===== config.mk =====
export PLATFORM = sky130hd
export DESIGN_NAME = framed_record_container_parser
export DESIGN_NICKNAME = d
export VERILOG_FILES = /design/src/hdl/fcp_pkg.sv /design/src/hdl/framed_record_container_parser.sv /design/src/hdl/fcp_front.sv /design/src/hdl/fcp_queue.sv /design/src/hdl/fcp_parser.sv
export VERILOG_INCLUDE_DIRS = /design/src /design/src/hdl
export SDC_FILE = /design/constraint.sdc
export NUM_CORES = 1
export LEC_CHECK = 0
export BUFFER_PORTS_ARGS = -buffer_cell sky130_fd_sc_hd__clkbuf_2
export CAP_MARGIN = 20
export CORE_MARGIN = 8
export CORE_UTILIZATION = 54
export DETAILED_ROUTE_END_ITERATION = 7
export PLACE_DENSITY_LB_ADDON = 0.12
export SYNTH_ARGS = -nofsm -noshare
export SYNTH_HDL_FRONTEND = slang
export SYNTH_HIERARCHICAL = 1
export SYNTH_SLANG_ARGS = --single-unit

===== constraint.sdc =====
create_clock -name clock -period 9 [get_ports clock]
set_input_delay 1.8 -clock clock [delete_from_list [all_inputs] [get_ports clock]]
set_output_delay 1.8 -clock clock [all_outputs]
set_load 0.1 [all_outputs]

===== src/hdl/framed_record_container_parser_assert.svh =====
// Assertion macros shared by the parser RTL.
`ifndef FRAMED_RECORD_CONTAINER_PARSER_ASSERT_SVH
`define FRAMED_RECORD_CONTAINER_PARSER_ASSERT_SVH
`ifndef ASSERT_OFF
// Antecedent implies consequent in the same cycle.
`define FCP_ASSERT_IMPLY(label, clk, rst, ante, cons) \
   label: assert property (@(posedge clk) disable iff (rst) (ante) |-> (cons)) \
      else $error("implication check failed");
// Condition must never hold.
`define FCP_ASSERT_NEVER(label, clk, rst, cond) \
   label: assert property (@(posedge clk) disable iff (rst) !(cond)) \
      else $error("forbidden condition seen");
`else
`define FCP_ASSERT_IMPLY(label, clk, rst, ante, cons)
`define FCP_ASSERT_NEVER(label, clk, rst, cond)
`endif
`endif


===== src/hdl/fcp_pkg.sv =====
package fcp_pkg;

   // Queue between front and back; depth must be a power of two.
   localparam int unsigned QueueDepth = 4;
   localparam int unsigned QIdxW      = $clog2(QueueDepth);
   localparam int unsigned QCntW      = $clog2(QueueDepth + 1);

   // Register reset values
   localparam logic [10:0] MaxFramesReset = 11'd1024;
   localparam logic [7:0]  MaxNameReset   = 8'd128;
   localparam logic [23:0] MaxTotalReset  = 24'd8388608;

   typedef enum logic [1:0] {
      REG_MAX_FRAMES = 2'd0,
      REG_MAX_NAME   = 2'd1,
      REG_MAX_TOTAL  = 2'd2
   } reg_index_type;

   typedef enum logic [1:0] {
      KIND_FRAME  = 2'd0,
      KIND_RECORD = 2'd1,
      KIND_STATUS = 2'd2
   } kind_type;

   typedef enum logic [3:0] {
      ST_OK         = 4'd0,
      ST_SHORT      = 4'd1,
      ST_OVERSIZE   = 4'd2,
      ST_FRAMES     = 4'd3,
      ST_TRUNCATED  = 4'd4,
      ST_NAME       = 4'd5,
      ST_OVERRUN    = 4'd6,
      ST_TERMINATOR = 4'd7,
      ST_TRAILING   = 4'd8
   } status_type;

   typedef enum logic [2:0] {
      PH_COUNT = 3'd0,
      PH_NAME  = 3'd1,
      PH_PLEN  = 3'd2,
      PH_RLEN  = 3'd3,
      PH_RDATA = 3'd4,
      PH_DONE  = 3'd5,
      PH_ERR   = 3'd6
   } phase_type;

   typedef struct packed {
      logic [7:0] byte_value;
      logic       last_byte;
   } req_beat_type;

   typedef struct packed {
      logic [1:0]  kind;
      logic [9:0]  frame_number;
      logic [23:0] name_offset;
      logic [7:0]  name_length;
      logic [23:0] length_offset;
      logic [23:0] body_offset;
      logic [23:0] body_length;
      logic [3:0]  status_code;
   } rsp_beat_type;

   // Classified byte as it waits in the queue
   typedef struct packed {
      logic [7:0] byte_value;
      logic       last_byte;
      logic       byte_zero;
   } qentry_type;

   typedef struct packed {
      logic full;
      logic empty;
   } qstat_type;

   // Effective limits after clamping
   typedef struct packed {
      logic [10:0] frame_lim;
      logic [7:0]  name_lim;
      logic [23:0] size_lim;
   } limits_type;

endpackage


===== src/hdl/framed_record_container_parser.sv =====
// Framed record container parser: takes one container byte per beat (last_byte marks the
// end) and sustains one byte per clock unless a stall holds it. A registered input stage
// classifies each byte and pushes it into a four-entry queue; the parse engine pops one
// byte per cycle, when it has one and the output is free, into a single output register;
// the queue lets input keep flowing while a result waits. Frame and record descriptors are
// provisional: a final status other than ok, given on the last byte, rejects all of them.
// The user must write limits through the register port between containers; unenforced.
`include "framed_record_container_parser_assert.svh"

module framed_record_container_parser
   import fcp_pkg::*;
#(
   parameter int unsigned CELL_LIMIT  = 8388608,
   parameter int unsigned FRAME_LIMIT = 1024,
   parameter int unsigned NAME_LIMIT  = 128
)
(
   input  logic         clock,
   input  logic         reset,
   input  logic         req_valid,
   output logic         req_stall,
   input  req_beat_type req_data,
   output logic         rsp_valid,
   input  logic         rsp_stall,
   output rsp_beat_type rsp_data,
   input  logic         psel,
   input  logic         penable,
   input  logic         pwrite,
   input  logic [3:0]   paddr,
   input  logic [31:0]  pwdata,
   output logic [31:0]  prdata,
   output logic         pready
);

   localparam logic [24:0] CellLimitW  = 25'(CELL_LIMIT);
   localparam logic [16:0] FrameLimitW = 17'(FRAME_LIMIT);
   localparam logic [8:0]  NameLimitW  = 9'(NAME_LIMIT);

   logic [10:0]   max_frames_ff, max_frames_in;
   logic [7:0]    max_name_ff, max_name_in;
   logic [23:0]   max_total_ff, max_total_in;
   logic          csr_write;
   reg_index_type csr_index;
   limits_type    limits;
   logic          q_push, q_pop;
   qentry_type    q_push_data, q_pop_data;
   qstat_type     q_stat;

   assign pready    = 1'b1;
   assign csr_write = psel && penable && pwrite && pready;
   assign csr_index = reg_index_type'(paddr[3:2]);

   // Register writes
   always_comb begin
      max_frames_in = max_frames_ff;
      max_name_in   = max_name_ff;
      max_total_in  = max_total_ff;
      if (csr_write) begin
         unique case (csr_index)
            REG_MAX_FRAMES: max_frames_in = pwdata[10:0];
            REG_MAX_NAME:   max_name_in   = pwdata[7:0];
            REG_MAX_TOTAL:  max_total_in  = pwdata[23:0];
            default:        max_frames_in = max_frames_ff;
         endcase
      end
   end

   // Register reads
   always_comb begin
      unique case (csr_index)
         REG_MAX_FRAMES: prdata = {21'd0, max_frames_ff};
         REG_MAX_NAME:   prdata = {24'd0, max_name_ff};
         REG_MAX_TOTAL:  prdata = {8'd0, max_total_ff};
         default:        prdata = 32'd0;
      endcase
   end

   always_ff @(posedge clock) begin
      if (reset) begin
         max_frames_ff <= MaxFramesReset;
         max_name_ff   <= MaxNameReset;
         max_total_ff  <= MaxTotalReset;
      end else begin
         max_frames_ff <= max_frames_in;
         max_name_ff   <= max_name_in;
         max_total_ff  <= max_total_in;
      end
   end

   // Clamp each register to its build-time ceiling
   always_comb begin
      limits.size_lim  = ({1'b0, max_total_ff} < CellLimitW) ? max_total_ff
                                                             : CellLimitW[23:0];
      limits.frame_lim = ({6'd0, max_frames_ff} < FrameLimitW) ? max_frames_ff
                                                               : FrameLimitW[10:0];
      limits.name_lim  = ({1'b0, max_name_ff} < NameLimitW) ? max_name_ff
                                                            : NameLimitW[7:0];
   end

   fcp_front u_front (
      .clock       (clock),
      .reset       (reset),
      .req_valid   (req_valid),
      .req_stall   (req_stall),
      .req_data    (req_data),
      .q_stat      (q_stat),
      .q_push      (q_push),
      .q_push_data (q_push_data)
   );

   fcp_queue u_queue (
      .clock       (clock),
      .reset       (reset),
      .q_push      (q_push),
      .q_push_data (q_push_data),
      .q_pop       (q_pop),
      .q_pop_data  (q_pop_data),
      .q_stat      (q_stat)
   );

   fcp_parser u_parser (
      .clock      (clock),
      .reset      (reset),
      .limits     (limits),
      .q_stat     (q_stat),
      .q_pop_data (q_pop_data),
      .q_pop      (q_pop),
      .rsp_valid  (rsp_valid),
      .rsp_stall  (rsp_stall),
      .rsp_data   (rsp_data)
   );

   `FCP_ASSERT_NEVER(a_queue_full_empty, clock, reset, q_stat.full && q_stat.empty)
   `FCP_ASSERT_IMPLY(a_pop_nonempty, clock, reset, q_pop, !q_stat.empty)
   `FCP_ASSERT_IMPLY(a_pop_slot_free, clock, reset, q_pop, !rsp_valid || !rsp_stall)
   `FCP_ASSERT_IMPLY(a_push_room, clock, reset, q_push, !q_stat.full)

endmodule


===== src/hdl/fcp_front.sv =====
module fcp_front
   import fcp_pkg::*;
(
   input  logic         clock,
   input  logic         reset,
   input  logic         req_valid,
   output logic         req_stall,
   input  req_beat_type req_data,
   input  qstat_type    q_stat,
   output logic         q_push,
   output qentry_type   q_push_data
);

   logic       front_valid_ff, front_valid_in;
   qentry_type front_data_ff, front_data_in;
   logic       accept;

   // Hold the beat while the queue is full
   assign q_push      = front_valid_ff && !q_stat.full;
   assign req_stall   = front_valid_ff && q_stat.full;
   assign q_push_data = front_data_ff;
   assign accept      = req_valid && !req_stall;

   // Capture and classify the incoming byte
   always_comb begin
      front_valid_in = accept || (front_valid_ff && q_stat.full);
      front_data_in  = front_data_ff;
      if (accept) begin
         front_data_in.byte_value = req_data.byte_value;
         front_data_in.last_byte  = req_data.last_byte;
         front_data_in.byte_zero  = (req_data.byte_value == 8'd0);
      end
   end

   always_ff @(posedge clock) begin
      if (reset) begin
         front_valid_ff <= 1'b0;
      end else begin
         front_valid_ff <= front_valid_in;
      end
      front_data_ff <= front_data_in;
   end

endmodule


===== src/hdl/fcp_queue.sv =====
module fcp_queue
   import fcp_pkg::*;
(
   input  logic       clock,
   input  logic       reset,
   input  logic       q_push,
   input  qentry_type q_push_data,
   input  logic       q_pop,
   output qentry_type q_pop_data,
   output qstat_type  q_stat
);

   qentry_type             mem [QueueDepth];
   logic [QIdxW-1:0]       wr_ptr_ff, wr_ptr_in;
   logic [QIdxW-1:0]       rd_ptr_ff, rd_ptr_in;
   logic [QCntW-1:0]       count_ff, count_in;

   assign q_pop_data   = mem[rd_ptr_ff];
   assign q_stat.full  = (count_ff == QCntW'(QueueDepth));
   assign q_stat.empty = (count_ff == '0);

   // Advance pointers and occupancy
   always_comb begin
      wr_ptr_in = q_push ? wr_ptr_ff + QIdxW'(1) : wr_ptr_ff;
      rd_ptr_in = q_pop  ? rd_ptr_ff + QIdxW'(1) : rd_ptr_ff;
      count_in  = count_ff + {{(QCntW-1){1'b0}}, q_push} - {{(QCntW-1){1'b0}}, q_pop};
   end

   always_ff @(posedge clock) begin
      if (reset) begin
         wr_ptr_ff <= '0;
         rd_ptr_ff <= '0;
         count_ff  <= '0;
      end else begin
         wr_ptr_ff <= wr_ptr_in;
         rd_ptr_ff <= rd_ptr_in;
         count_ff  <= count_in;
      end
   end

   always_ff @(posedge clock) begin
      if (q_push) begin
         mem[wr_ptr_ff] <= q_push_data;
      end
   end

endmodule


===== src/hdl/fcp_parser.sv =====
module fcp_parser
   import fcp_pkg::*;
(
   input  logic         clock,
   input  logic         reset,
   input  limits_type   limits,
   input  qstat_type    q_stat,
   input  qentry_type   q_pop_data,
   output logic         q_pop,
   output logic         rsp_valid,
   input  logic         rsp_stall,
   output rsp_beat_type rsp_data
);

   phase_type    phase_ff, phase_in;
   status_type   err_ff, err_in;
   logic [23:0]  pos_ff, pos_in;
   logic [10:0]  frames_ff, frames_in;
   logic [10:0]  cur_ff, cur_in;
   logic [7:0]   ncount_ff, ncount_in;
   logic [23:0]  nstart_ff, nstart_in;
   logic [23:0]  wshift_ff, wshift_in;
   logic [1:0]   wcount_ff, wcount_in;
   logic [23:0]  wstart_ff, wstart_in;
   logic [23:0]  pleft_ff, pleft_in;
   logic [23:0]  rleft_ff, rleft_in;
   logic         out_valid_ff, out_valid_in;
   rsp_beat_type out_data_ff, out_data_in;

   logic         take;
   logic [7:0]   b;
   logic [31:0]  word;
   logic [23:0]  next_pos;
   logic         word_done;
   logic [23:0]  wshift_take;
   logic [1:0]   wcount_take;
   logic [23:0]  plen;
   logic [23:0]  pleft_dec;
   logic [23:0]  rleft_dec;
   logic [10:0]  cur_next;
   logic         emit;
   rsp_beat_type desc;

   // Pop one byte whenever the queue holds one and the output slot is free or draining
   assign take      = !q_stat.empty && (!out_valid_ff || !rsp_stall);
   assign q_pop     = take;
   assign rsp_valid = out_valid_ff;
   assign rsp_data  = out_data_ff;

   assign b         = q_pop_data.byte_value;
   assign word      = {b, wshift_ff};
   assign next_pos  = pos_ff + 24'd1;
   assign word_done = (wcount_ff == 2'd3);
   assign plen      = (b != 8'd0) ? 24'hFFFFFF : word[23:0];
   assign pleft_dec = pleft_ff - 24'd1;
   assign rleft_dec = rleft_ff - 24'd1;
   assign cur_next  = cur_ff + 11'd1;

   // Place the byte into the little-endian length word
   always_comb begin
      wshift_take = wshift_ff;
      wcount_take = word_done ? wcount_ff : wcount_ff + 2'd1;
      unique case (wcount_ff)
         2'd0: wshift_take[7:0]   = b;
         2'd1: wshift_take[15:8]  = b;
         2'd2: wshift_take[23:16] = b;
         default: wshift_take     = wshift_ff;
      endcase
   end

   // Parse one byte, build a descriptor or the final status
   always_comb begin
      phase_in  = phase_ff;
      err_in    = err_ff;
      pos_in    = pos_ff;
      frames_in = frames_ff;
      cur_in    = cur_ff;
      ncount_in = ncount_ff;
      nstart_in = nstart_ff;
      wshift_in = wshift_ff;
      wcount_in = wcount_ff;
      wstart_in = wstart_ff;
      pleft_in  = pleft_ff;
      rleft_in  = rleft_ff;
      emit      = 1'b0;
      desc      = '0;

      if (take) begin
         if (phase_ff != PH_ERR) begin
            priority if (pos_ff >= limits.size_lim) begin
               err_in   = ST_OVERSIZE;
               phase_in = PH_ERR;
            end else begin
               pos_in = next_pos;
               unique case (phase_ff)
                  PH_COUNT: begin
                     wshift_in = wshift_take;
                     wcount_in = wcount_take;
                     if (word_done) begin
                        if (word > {21'd0, limits.frame_lim}) begin
                           err_in   = ST_FRAMES;
                           phase_in = PH_ERR;
                        end else begin
                           frames_in = word[10:0];
                           cur_in    = 11'd0;
                           if (word == 32'd0) begin
                              phase_in = PH_DONE;
                           end else begin
                              ncount_in = 8'd0;
                              nstart_in = next_pos;
                              phase_in  = PH_NAME;
                           end
                        end
                     end
                  end
                  PH_NAME: begin
                     priority if (q_pop_data.byte_zero) begin
                        if (ncount_ff == 8'd0) begin
                           err_in   = ST_NAME;
                           phase_in = PH_ERR;
                        end else begin
                           wshift_in = 24'd0;
                           wcount_in = 2'd0;
                           wstart_in = next_pos;
                           phase_in  = PH_PLEN;
                        end
                     end else if (ncount_ff >= limits.name_lim) begin
                        err_in   = ST_NAME;
                        phase_in = PH_ERR;
                     end else begin
                        ncount_in = ncount_ff + 8'd1;
                     end
                  end
                  PH_PLEN: begin
                     wshift_in = wshift_take;
                     wcount_in = wcount_take;
                     if (word_done) begin
                        pleft_in           = plen;
                        emit               = 1'b1;
                        desc.kind          = KIND_FRAME;
                        desc.frame_number  = cur_ff[9:0];
                        desc.name_offset   = nstart_ff;
                        desc.name_length   = ncount_ff;
                        desc.length_offset = wstart_ff;
                        desc.body_offset   = next_pos;
                        desc.body_length   = plen;
                        desc.status_code   = ST_OK;
                        // Flag a zero or too-short payload, else open the first record length word
                        priority if (plen == 24'd0) begin
                           err_in   = ST_TERMINATOR;
                           phase_in = PH_ERR;
                        end else if (plen < 24'd4) begin
                           err_in   = ST_OVERRUN;
                           phase_in = PH_ERR;
                        end else begin
                           wshift_in = 24'd0;
                           wcount_in = 2'd0;
                           wstart_in = next_pos;
                           phase_in  = PH_RLEN;
                        end
                     end
                  end
                  PH_RLEN: begin
                     pleft_in  = pleft_dec;
                     wshift_in = wshift_take;
                     wcount_in = wcount_take;
                     if (word_done) begin
                        priority if (word == 32'd0) begin
                           if (pleft_dec != 24'd0) begin
                              err_in   = ST_TERMINATOR;
                              phase_in = PH_ERR;
                           end else begin
                              cur_in = cur_next;
                              if (cur_next >= frames_ff) begin
                                 phase_in = PH_DONE;
                              end else begin
                                 ncount_in = 8'd0;
                                 nstart_in = next_pos;
                                 phase_in  = PH_NAME;
                              end
                           end
                        end else if (word > {8'd0, pleft_dec}) begin
                           err_in   = ST_OVERRUN;
                           phase_in = PH_ERR;
                        end else begin
                           emit               = 1'b1;
                           desc.kind          = KIND_RECORD;
                           desc.frame_number  = cur_ff[9:0];
                           desc.name_offset   = nstart_ff;
                           desc.name_length   = ncount_ff;
                           desc.length_offset = wstart_ff;
                           desc.body_offset   = next_pos;
                           desc.body_length   = word[23:0];
                           desc.status_code   = ST_OK;
                           rleft_in           = word[23:0];
                           phase_in           = PH_RDATA;
                        end
                     end
                  end
                  PH_RDATA: begin
                     rleft_in = rleft_dec;
                     pleft_in = pleft_dec;
                     if (rleft_dec == 24'd0) begin
                        priority if (pleft_dec == 24'd0) begin
                           err_in   = ST_TERMINATOR;
                           phase_in = PH_ERR;
                        end else if (pleft_dec < 24'd4) begin
                           err_in   = ST_OVERRUN;
                           phase_in = PH_ERR;
                        end else begin
                           wshift_in = 24'd0;
                           wcount_in = 2'd0;
                           wstart_in = next_pos;
                           phase_in  = PH_RLEN;
                        end
                     end
                  end
                  default: begin
                     // Any byte after the last frame
                     err_in   = ST_TRAILING;
                     phase_in = PH_ERR;
                  end
               endcase
            end
         end

         // Final byte: report status and return to the start state
         if (q_pop_data.last_byte) begin
            emit = 1'b1;
            desc = '0;
            desc.kind = KIND_STATUS;
            priority if (err_in != ST_OK) begin
               desc.status_code = err_in;
            end else if (pos_in < 24'd4) begin
               desc.status_code = ST_SHORT;
            end else if (phase_in != PH_DONE) begin
               desc.status_code = ST_TRUNCATED;
            end else begin
               desc.status_code = ST_OK;
            end
            phase_in  = PH_COUNT;
            err_in    = ST_OK;
            pos_in    = 24'd0;
            frames_in = 11'd0;
            cur_in    = 11'd0;
            ncount_in = 8'd0;
            nstart_in = 24'd0;
            wshift_in = 24'd0;
            wcount_in = 2'd0;
            wstart_in = 24'd0;
            pleft_in  = 24'd0;
            rleft_in  = 24'd0;
         end
      end
   end

   // Output slot: load on a new result, drop once taken
   always_comb begin
      out_data_in  = out_data_ff;
      out_valid_in = out_valid_ff && rsp_stall;
      if (take && emit) begin
         out_valid_in = 1'b1;
         out_data_in  = desc;
      end
   end

   always_ff @(posedge clock) begin
      if (reset) begin
         phase_ff     <= PH_COUNT;
         err_ff       <= ST_OK;
         pos_ff       <= 24'd0;
         frames_ff    <= 11'd0;
         cur_ff       <= 11'd0;
         ncount_ff    <= 8'd0;
         nstart_ff    <= 24'd0;
         wshift_ff    <= 24'd0;
         wcount_ff    <= 2'd0;
         wstart_ff    <= 24'd0;
         pleft_ff     <= 24'd0;
         rleft_ff     <= 24'd0;
         out_valid_ff <= 1'b0;
      end else begin
         phase_ff     <= phase_in;
         err_ff       <= err_in;
         pos_ff       <= pos_in;
         frames_ff    <= frames_in;
         cur_ff       <= cur_in;
         ncount_ff    <= ncount_in;
         nstart_ff    <= nstart_in;
         wshift_ff    <= wshift_in;
         wcount_ff    <= wcount_in;
         wstart_ff    <= wstart_in;
         pleft_ff     <= pleft_in;
         rleft_ff     <= rleft_in;
         out_valid_ff <= out_valid_in;
      end
      out_data_ff <= out_data_in;
   end

endmodule

Word level (Yosys, flattened, before mapping)
Memories as Yosys holds them, arrays and structs flattened. A register that Yosys moved wholly into a read port is not among the register bits.
Cells that the tools add are included.
{"block": "totals", "latchBits": 0, "regBits": 365, "in_bits": 52, "word_cells": 307, "rom_bits": 0, "ramBits": 40, "memories": 1}
{"block": "op_classes", "div_mod_pow": 0, "n_reduce_logical": 51, "mux": 167, "shifts": 0, "multipliers": 0, "n_bitwise": 2, "magnitude_cmp": 11, "eq_ne": 33, "n_addsub": 10}
{"memory": "u_queue.mem", "depth": 4, "word_bits": 10, "read_ports": 1, "rd_clocked_by_memory_dff": 1, "write_ports": 1, "line_no": "fcp_queue.sv:13", "text": "qentry_type mem [QueueDepth];"}
{"op": "24-bit 2-to-1 mux", "count": 48}
{"op": "120-bit 2-to-1 mux", "count": 5}
{"op": "120-bit one-hot mux with 2 select lines", "count": 1}
{"op": "11-bit 2-to-1 mux", "count": 15}
{"op": "24-bit one-hot mux with 2 select lines", "count": 3}
{"op": "24-bit one-hot mux with 3 select lines", "count": 2}
{"op": "8-bit 2-to-1 mux", "count": 16}
{"op": "119-bit 2-to-1 mux", "count": 1}
{"op": "118-bit 2-to-1 mux", "count": 1}
{"op": "24-bit one-hot mux with 4 select lines", "count": 1}
{"op": "4-bit 2-to-1 mux", "count": 21}
{"op": "24-bit logical NOT", "count": 3}
{"op": "24-bit by 3-bit < comparator with 1-bit output, second input constant", "count": 3}
{"op": "3-bit 2-to-1 mux", "count": 21}
{"op": "3-bit != test, second input constant", "count": 16}
{"op": "24-bit by 1-bit subtractor with 24-bit output, second input constant", "count": 2}
{"op": "32-bit by 11-bit greater-than comparator with 1-bit output", "count": 1}
{"op": "32-bit by 24-bit greater-than comparator with 1-bit output", "count": 1}
{"op": "32-bit logical NOT", "count": 1}
{"op": "2-bit 2-to-1 mux", "count": 15}
{"op": "24-bit by 1-bit adder with 24-bit output, second input constant", "count": 1}
{"op": "24-bit greater-or-equal comparator", "count": 1}
{"op": "24-bit < comparator, second input constant", "count": 1}
{"op": "8-bit one-hot mux with 3 select lines", "count": 1}
{"op": "other kinds (45)", "count": 93}

Depth between registers and ports, before layout
{"block": "depth", "word_depth": 15, "depth_mapped": 20, "depth_no_buf": 17}

Cells and area by module
Netlist, hierarchy kept.
{"mod": "fcp_parser", "cells_per_inst": 1873, "n_inst": 1, "area_per_inst_um2": 16951.3}
{"mod": "framed_record_container_parser", "cells_per_inst": 275, "n_inst": 1, "area_per_inst_um2": 2447.3}
{"mod": "fcp_queue", "cells_per_inst": 94, "n_inst": 1, "area_per_inst_um2": 1881.8}
{"mod": "fcp_front", "cells_per_inst": 19, "n_inst": 1, "area_per_inst_um2": 366.6}

Worst setup path after synthesis
No wires, ideal clock.
{"block": "synth_path", "path_kind": "register to register", "startpoint": "register u_parser.pleft_ff[11]", "endpoint": "register u_parser.out_data_ff, in the netlist u_parser/rsp_data[0] (enable)", "arrival_time_ps": 8380, "stages_incl_launch_ff": 17, "setup_ps": 600, "setup_slack_ps": 20, "required_ps": 8400, "n_path_buf": 2, "period_less_slack_ps": 8980, "cell_sequence": "dfxtp_1 > buf_2 > or4_1 > or3_1 > buf_2 > or3_1 > and2_1 > ha_1 > and3_1 > nand4_1 > o21ai_0 > nor3_1 > a221oi_2 > a21o_1 > o21ai_1 > a21oi_1 > nor2_1"}
{"block": "synth_via", "elab_chain_cells": 11}
{"element": "start, declared", "line_no": "fcp_parser.sv:25", "text": "logic [23:0] pleft_ff, pleft_in;"}
{"element": "start signal, assigned", "line_no": "fcp_parser.sv:293", "text": "pleft_ff <= pleft_in;"}
{"element": "24-bit by 1-bit subtractor with 24-bit output", "line_no": "fcp_parser.sv:55", "text": "assign pleft_dec = pleft_ff - 24'd1;"}
{"element": "32-bit by 24-bit greater-than comparator with 1-bit output", "line_no": "fcp_parser.sv:182", "text": "end else if (word > {8'd0, pleft_dec}) begin"}
{"element": "1-bit 2-to-1 mux", "line_no": "fcp_parser.sv:182"}
{"element": "1-bit 2-to-1 mux", "line_no": "fcp_parser.sv:168", "text": "priority if (word == 32'd0) begin"}
{"element": "1-bit 2-to-1 mux", "line_no": "fcp_parser.sv:167", "text": "if (word_done) begin"}
{"element": "1-bit one-hot mux with 2 select lines", "line_no": "fcp_parser.sv:95", "text": "unique case (phase_ff)"}
{"element": "1-bit 2-to-1 mux", "line_no": "fcp_parser.sv:90", "text": "priority if (pos_ff >= limits.size_lim) begin"}
{"element": "1-bit 2-to-1 mux", "line_no": "fcp_parser.sv:89", "text": "if (phase_ff != PH_ERR) begin"}
{"element": "1-bit 2-to-1 mux", "line_no": "fcp_parser.sv:228", "text": "if (q_pop_data.last_byte) begin"}
{"element": "1-bit 2-to-1 mux", "line_no": "fcp_parser.sv:88", "text": "if (take) begin"}
{"element": "1-bit logical AND", "line_no": "fcp_parser.sv:261", "text": "if (take && emit) begin"}
{"element": "end signal, assigned", "line_no": "fcp_parser.sv:297", "text": "out_data_ff <= out_data_in;"}
{"element": "end, declared", "line_no": "fcp_parser.sv:28", "text": "rsp_beat_type out_data_ff, out_data_in;"}
No other way between the ends.
A chain may end at the register's enable or synchronous reset.

Worst setup path after layout
{"block": "layout_path", "startpoint": "register u_parser.pleft_ff[0]", "endpoint": "register u_parser.out_data_ff, in the netlist u_parser/rsp_data[5] (enable)"}
The elaborated chain is that of the path after synthesis.

==> impl_metrics.json <==
{
  "crit_path_max_fanout": 53,
  "p_leak_nw": 9.39,
  "worstSetupPathType": "flip-flop to flip-flop",
  "ys_warn_count": 6,
  "timing.final.crit_share_pct": 68.4,
  "grt_pass1_wl_mm": 96.0,
  "ys_ff_latch": 407,
  "holdWs_ps": 480,
  "overflow": 0,
  "synth.distinct_cells": 90,
  "synth_top_area_share_pct": 23.6,
  "synth_cells": 2261,
  "yosys.area.top_type": "edfxtp_1",
  "vias": 17689,
  "ir_worst_vdd_mv": 0.353,
  "clk_pin_slew_ps": 60,
  "drc": 0,
  "rsz0062_at_grt": "no",
  "ys_top_cells_by_area": "edfxtp_1, dfxtp_1, ha_1",
  "hold_viol_final": 0,
  "core_sq_um": 39600,
  "grt_max_degree": 139,
  "h-tree-depth": 2,
  "synth-seq-area-share_pct": 45.5,
  "timing.fmax_ghz": 0.162,
  "grt_pass1_vias": 16890,
  "antenna_left": 0,
  "drt-total-wl_mm": 61.0,
  "drt_iter0_markers": 1810,
  "num_rows": 73,
  "wl_per_cell_um": 20.8,
  "fin_util_pct": 61.2,
  "die_area_sq_um": 46700,
  "worstMarginPinSlew_ps": 1160,
  "clockBufferDepth": 3,
  "hold_path.class": "flip-flop to flip-flop",
  "synth_common_cells": "nor2_1, dfxtp_1, edfxtp_1",
  "port_buffers": 187,
  "setup_violations": 0,
  "root_buffer": "clkbuf_16",
  "cts_made_buffers": 42,
  "slew_violations": 0,
  "antenna_found_initial": 0,
  "status": "finished clean",
  "synth-edff-count": 170,
  "vias_per_cell": 6.01,
  "fin_setup_tns_ps": 0,
  "syn2layout_area_growth_pct": 12.1,
  "yosysMostFrequentCell": "nor2_1",
  "drive_gt1_share_pct": 13.6,
  "syn_area_sq_um": 21600,
  "min_period_ps": 6150,
  "synthFlopType": "dfxtp_1",
  "clk_latency_ps": 590,
  "power.density_nw_per_um2": 344,
  "cts_hold_buf": 0,
  "gp_congestion": 0.970,
  "die_w_um": 216,
  "start_kind": "flip-flop",
  "required_ps": 9210,
  "cts_tree": "built",
  "max_slew_margin_pct": 22.3,
  "max_cap_viol_count": 0,
  "dp_hpwl_mm": 43.2,
  "nets": 2526,
  "first_pass_iters": 6,
  "numClockSinks": 407,
  "grt_usage_pct": 25.2,
  "endpoint_kind": "flip-flop",
  "async_flop_share_pct": 0,
  "arrival_ps": 6360,
  "clock_skew_ps": 20.4,
  "initial_core_util_pct": 54.6,
  "cts_setup_buffers": 0,
  "ctsResizeCount": 0,
  "io_pins": 207,
  "postSynthAreaPerCell_sq_um": 9.57,
  "dieHeight_um": 216
}
[layer usage]
metal	routed length (um)	track usage (%)	vias up
met1	27300	35.4	8470
met3	5170	5.06	102
met2	27200	39.0	721
met4	1410	7.64	0
met5	0	0	-
li1	-	-	8396
[worst paths after layout]
| check | startpoint | endpoint | slack [ps] | depth (start not counted) |
|---|---|---|---|---|
| worst max-delay path | u_parser/pleft_ff[0]$_SDFFE_PP0P_ | u_parser/rsp_data[5]$_SDFFCE_PP0P_ | 2850 | 16 |
| worst min-delay path | u_parser/rleft_ff[18]$_SDFFE_PP0P_ | u_parser/rleft_ff[18]$_SDFFE_PP0P_ | 480 | 2 |
| worst max register to register | u_parser/pleft_ff[0]$_SDFFE_PP0P_ | u_parser/rsp_data[5]$_SDFFCE_PP0P_ | 2850 | 16 |
| worst min register to register | u_parser/rleft_ff[18]$_SDFFE_PP0P_ | u_parser/rleft_ff[18]$_SDFFE_PP0P_ | 480 | 2 |
[worst max-delay path, stage by stage (launching register included)]
cell and delay (ps):
dfxtp_1 420, inv_1 140, ha_1 400, or4b_1 600
o41ai_1 460, and2_1 230, ha_1 250, and3_1 170
a221oi_1 260, nor2b_1 80, nor3_1 370, a221oi_2 160
a21o_1 280, o21ai_1 270, a21oi_1 230, nor2_4 780
buf_4 650
[state kept, by name, summed over array words and instances, names as in the netlist, 11 cells and up, named ones only]
signal and count:
max_frames_ff 11, max_total_ff 24, u_parser/cur_ff 11, u_parser/frames_ff 11
u_parser/nstart_ff 24, u_parser/pleft_ff 24, u_parser/pos_ff 24, u_parser/rleft_ff 24
u_parser/rsp_data 120, u_parser/wshift_ff 24, u_parser/wstart_ff 24, u_queue/mem 40
[layout make-up]
class                      instances  area (sq um)
fill                            3418         15400
multi-input combinational       1637         10900
sequential                       407          9850
clock buffer                      57          1160
timing repair buffer             215          1150
tap                              525           657
inverter                          79           297
clock inverter                    21           224
antenna                            1          2.50
[power breakdown]
group / switching [mW] / internal, mW / total, mW
clock network: 0.749 / 1.00 / 1.75
registers: 0.257 / 2.31 / 2.57
logic: 3.12 / 0.902 / 4.02
[cells in the final DEF, fill, tap and decap left out, types with 39 or more instances in the layout]
master     netlist  final
nor2_1         283    282
dfxtp_1        237    237
clkbuf_2         1    187
edfxtp_1       170    170
nand2_1        124    122
a21oi_1        120    120
mux2i_1        104    104
and2_1          93     93
ha_1            91     91
o21ai_0         79     79
inv_1           78     78
nand2b_1        70     70
nor2b_1         62     62
nand3_1         49     49
nand4_1         44     44
clkbuf_16        0     44
nor3_1          39     39
[kinds of logic (layout without fill, tap and decap cells)]
logic type	count (synthesis)	in the layout	share of synthesized area, %
simple gates	914	914	22.4
compound gates	445	445	13.8
flops	407	407	45.5
buf+inv	224	372	4.38
mux	114	114	5.85
fa+ha+maj	92	92	5.35
xor+xnor	63	63	2.68
other cells	2	10	0.0347
[per-stage QoR]
stage / std cells / cell area [sq um] / setup slack (ps) / power [mW]
global placement: 2863 / 22900 / 2990 / 6.52
detailed placement: 2863 / 22900 / 2900 / 6.59
floorplan: 2268 / 21700 / 19.6 / 5.80
CTS: 2941 / 24300 / 2900 / 8.35
finish: 2942 / 24300 / 2850 / 8.34
global route: 2941 / 24300 / 2500 / 8.71
(Power assumes the default switching activity.)
